<file path="config.mk">
export PLATFORM = sky130hd
export DESIGN_NAME = srde_used_mem
export DESIGN_NICKNAME = d
export VERILOG_FILES = /design/src/rtl/srde_pkg.sv /design/src/rtl/srde_used_mem.sv
export SDC_FILE = /design/constraint.sdc
export NUM_CORES = 1
export LEC_CHECK = 0
export BUFFER_PORTS_ARGS = -buffer_cell sky130_fd_sc_hd__buf_2
export CORE_MARGIN = 8
export CORE_UTILIZATION = 55
export CTS_CLUSTER_DIAMETER = 150
export CTS_CLUSTER_SIZE = 25
export DETAILED_ROUTE_END_ITERATION = 8
export PLACE_DENSITY = 0.81
export SLEW_MARGIN = 0
export SYNTH_ARGS = -nofsm -noshare
export SYNTH_HDL_FRONTEND = slang
export SYNTH_SLANG_ARGS = --single-unit
export TNS_END_PERCENT = 10
</file>
<file path="constraint.sdc">
create_clock -name i_clk -period 21.8 [get_ports i_clk]
set_input_delay 1.09 -clock i_clk [delete_from_list [all_inputs] [get_ports i_clk]]
set_output_delay 1.09 -clock i_clk [all_outputs]
set_load 0.02 [all_outputs]
</file>
<file path="src/rtl/srde_pkg.sv">
// Package: shared types, constants and the hash function of the dictionary encoder.
`timescale 1ns / 1ps
package srde_pkg;

    localparam int unsigned DictDepthDef  = 1024;
    localparam int unsigned ValueWidthDef = 64;
    localparam int unsigned CodeW         = 30;
    localparam int unsigned ColW          = 16;
    localparam int unsigned StatusW       = 2;

    localparam logic [1:0] FmtInt32   = 2'd0;
    localparam logic [1:0] FmtFloat32 = 2'd1;

    localparam logic [StatusW-1:0] StOk       = 2'd0;
    localparam logic [StatusW-1:0] StFull     = 2'd1;
    localparam logic [StatusW-1:0] StOverflow = 2'd2;

    localparam logic [1:0] RegNumCols  = 2'd0;
    localparam logic [1:0] RegDrvMode  = 2'd1;
    localparam logic [1:0] RegComplex  = 2'd2;
    localparam logic [1:0] RegValueFmt = 2'd3;

    localparam logic [63:0] HashMul = 64'h9E3779B97F4A7C15;

    typedef enum logic [2:0] {
        t_idle,
        t_mul,
        t_hash,
        t_read,
        t_probe,
        t_code,
        t_emit,
        t_eor
    } t_state;

    // Result word as held in the output register.
    typedef struct packed {
        logic [CodeW-1:0]   code_word;
        logic               new_value;
        logic [63:0]        new_real;
        logic [63:0]        new_imag;
        logic [StatusW-1:0] status;
        logic               last;
    } t_result;

    // Hash before the slot reduction; the product term comes in precomputed.
    function automatic logic [63:0] hash_mix(input logic [63:0] r, input logic [63:0] i,
                                             input logic [63:0] i_prod);
        logic [63:0] h;
        h = r ^ (r >> 29) ^ i_prod ^ (i >> 31);
        h = h ^ (h >> 17);
        return h;
    endfunction

endpackage

</file>
<file path="src/rtl/srde_used_mem.sv">
// Slot occupancy memory, cleared by a pass over every slot after reset.
`timescale 1ns / 1ps
module srde_used_mem #(
    parameter int unsigned DEPTH = srde_pkg::DictDepthDef
) (
    input  logic                     i_clk,
    input  logic                     i_rst_n,
    input  logic [$clog2(DEPTH)-1:0] i_rd_addr,
    output logic                     o_rd_used,
    input  logic                     i_wr_en,
    input  logic [$clog2(DEPTH)-1:0] i_wr_addr,
    output logic                     o_busy
);
    localparam int unsigned AW = $clog2(DEPTH);

    // After reset, walk every slot once and clear it.
    logic          r_mem [DEPTH];
    logic          r_rd;
    logic          r_clr;
    logic [AW-1:0] r_clr_addr;

    always_ff @(posedge i_clk) begin
        if (!i_rst_n) begin
            r_clr      <= 1'b1;
            r_clr_addr <= '0;
        end else if (r_clr) begin
            if (r_clr_addr == AW'(DEPTH - 1)) r_clr <= 1'b0;
            r_clr_addr <= r_clr_addr + AW'(1);
        end
    end

    always_ff @(posedge i_clk) begin
        if (r_clr) begin
            r_mem[r_clr_addr] <= 1'b0;
        end else if (i_wr_en) begin
            r_mem[i_wr_addr] <= 1'b1;
        end
        r_rd <= r_mem[i_rd_addr];
    end

    assign o_rd_used = r_rd;
    assign o_busy    = r_clr;
endmodule

</file>
==> results.ini <==
[critical_path]
critPathSlowestCell = buf_4
required_ps = 22100
ff2ff_path_depth = 5
endpoint_kind = flop
start_kind = input port
arrival_ps = 5970
cp_cell_sequence = buf_2 -> nand2b_1 -> inv_8 -> buf_4 -> buf_4 -> buf_4
worstPathMaxFanout = 239
cp_common_cell = buf_4
crit_path_max_incr_delay_ps = 1010
critPathKind = input port to flop

[pwr]
ir_drop_mv = 0.0584
swShare_pct = 21.2
intPower_mw = 2.63
switchingPower_uw = 708
p_per_area_nw_per_um2 = 70.7
leakage_nw = 14.0
pwr-share-clk_pct = 30.3
power_frac_comb_pct = 5.2
pwr-share-seq_pct = 64.4

[clocking]
cts_tree = yes
post_cts_resized = 0
ctsHtreeMaxLevel = 2
cts_setup_buffers = 0
cts_buffers = 47
worstSkewPairLatency_ps = 650
ctsHoldBuffers = 0
clk_pin_slew_ps = 100
cts-root-buf = clkbuf_16
clock_sinks = 1036
cts_buffer_depth = 3

[grt]
grt_pass1_wl_mm = 168
grt_pass1_vias = 26728
overflow = 0
grt_max_degree = 240
grt_usage_pct = 24.8
antenna_found_initial = 2

[yosys]
syn_area_um2 = 45300
synth_top_area_cell = edfxtp_1
avgSynthCellArea_um2 = 14.2
ys_seq_area_share_pct = 68.4
synth_edf_count = 1024
yosysTopAreaCellShare_pct = 67.8
synth.ff_latch_count = 1036
synth-async-reset-ratio_pct = 0
synthCells = 3199
ys_types = 65
synth.area.top_cells = edfxtp_1, mux4_2, nor2_1
synth_top_flop_cell = edfxtp_1
syn_nets = 3223
ys.warnings.count = 0
synthTopCellsByCount = nor2_1, edfxtp_1, mux4_2
synth.most_common_cell = nor2_1

[final_layout]
syn_to_final_growth_pct = 4.30
drive_gt1_share_pct = 12.5
final_cells = 4134
layout.nets = 3058

[die]
start_util_pct = 55.4
core-area_um2 = 81800
die_h_um = 303
die_area_um2 = 91900
boundaryPins = 25
rows = 105
fp.dieW_um = 303

[worst_hold_path]
min_path_cells = 2
hp-class = flop to flop

[route]
firstDrtPassIters = 6
drc = 0
wl_mm = 116
first_iter_violations = 4453
wl_per_cell_um = 28.1
avgViaCountPerCell = 6.72
ant_nets = 0
vias = 27762

[timing]
final_hold_viol_count = 0
slew_viol_final = 0
fin_crit_sh_pct = 26.0
finalSetupTns_ps = 0
setup_viol = 0
rsz0062_at_grt = false
finalClockSkew_ps = 31.3
timing.final.crit_period_ps = 5670
max_freq_ghz = 0.176
tightest_slew_ps = 1290
relSlewSlack_pct = 13.7

[run_status]
status = complete, no violations

[placement]
placed_cells = 4055
io_buffer_count = 24
dp_hpwl_mm = 64.0
place_congestion = 0.858

[job]
max_cap_violations = 0

## path summary, 6_finish.rpt
path	start	to	slack, ps
worst max-delay path	i_wr_en	r_mem[216]$_DFFE_PP_	16130
worst min-delay path	r_clr_addr[5]$_SDFFE_PN0P_	r_clr_addr[5]$_SDFFE_PN0P_	560
worst max register to register	o_busy$_SDFF_PN1_	r_mem[216]$_DFFE_PP_	16130
worst min register to register	r_clr_addr[5]$_SDFFE_PN0P_	r_clr_addr[5]$_SDFFE_PN0P_	560
## cell type report
class	instances	area [um^2]
fillers	6048	34600
flip-flops and latches	1036	31000
multi-input cells	1854	13000
well taps	1070	1340
clock buffers	75	1300
repair buffers	84	603
inverters	11	48.8
clock inverters	3	41.3
diodes	1	2.50
## state kept, by name (all words and copies together), names as in the netlist
signal,flops
r_mem,1024
o_rd_used,1
o_busy,1
r_clr_addr,10
## metrics by stage
step | setup WS (ps) | hold slack, ps | area, um^2 | total power, mW | util, %
global route | 15840 | 591 | 47300 | 3.41 | 57.8
detailed placement | 15550 | 548 | 45900 | 2.37 | 56.1
finish | 16130 | 563 | 47300 | 3.34 | 57.8
global placement | 15640 | 529 | 45900 | 2.37 | 56.1
floorplan | 451 | 490 | 45300 | 2.32 | -
CTS | 16190 | 563 | 47300 | 3.34 | 57.8
## worst max-delay path, delay by kind of cell
kind                   cells  cell delay, ps
buffers and inverters      5            3990
and+or+nand+nor            1             490
## layout by cell type, fill, tap and decap left out, types with 6 or more instances in the layout
cell type and instances:
a211oi_1 6, a21oi_1 34, a221oi_1 11, a22o_1 6
a22oi_1 35, a31oi_1 9, and2_1 14, buf_2 22
buf_4 59, clkbuf_1 27, clkbuf_16 48, dfxtp_1 12
edfxtp_1 1024, inv_1 8, mux2i_1 107, mux4_1 16
mux4_2 202, nand2_1 101, nand2_2 20, nand2b_1 13
nand3_1 14, nand3_2 12, nand3b_1 6, nand4_1 15
nor2_1 1060, nor2b_1 6, nor3_1 18, o21ai_0 20
o221ai_1 29, o22ai_1 20, or3_1 6, xnor2_1 6
## power groups by stage
stage	clock network (mW)	logic [mW]	registers, mW
global placement	0	0.169	2.20
detailed placement	0	0.170	2.20
CTS	1.01	0.171	2.15
finish	1.01	0.175	2.15
global route	1.07	0.181	2.15
floorplan	0	0.119	2.20
## logic make-up after synthesis
logic type                 synth area share [%]
adders and majority gates                0.0276
DFF                                        68.4
and+or+nand+nor                            11.5
buffers and inverters                      3.31
AOI/OAI and AO/OA                          3.31
muxes                                      13.4
xor gates and xnor gates                  0.135
## metal layers
| metal | wire length, um | global-route usage (%) |
|---|---|---|
| met1 | 39900 | 33.3 |
| met2 | 53600 | 39.0 |
| met3 | 16700 | 5.93 |
| met4 | 5990 | 10.9 |
| met5 | 0 | 0 |
(Power assumes the default switching activity.)
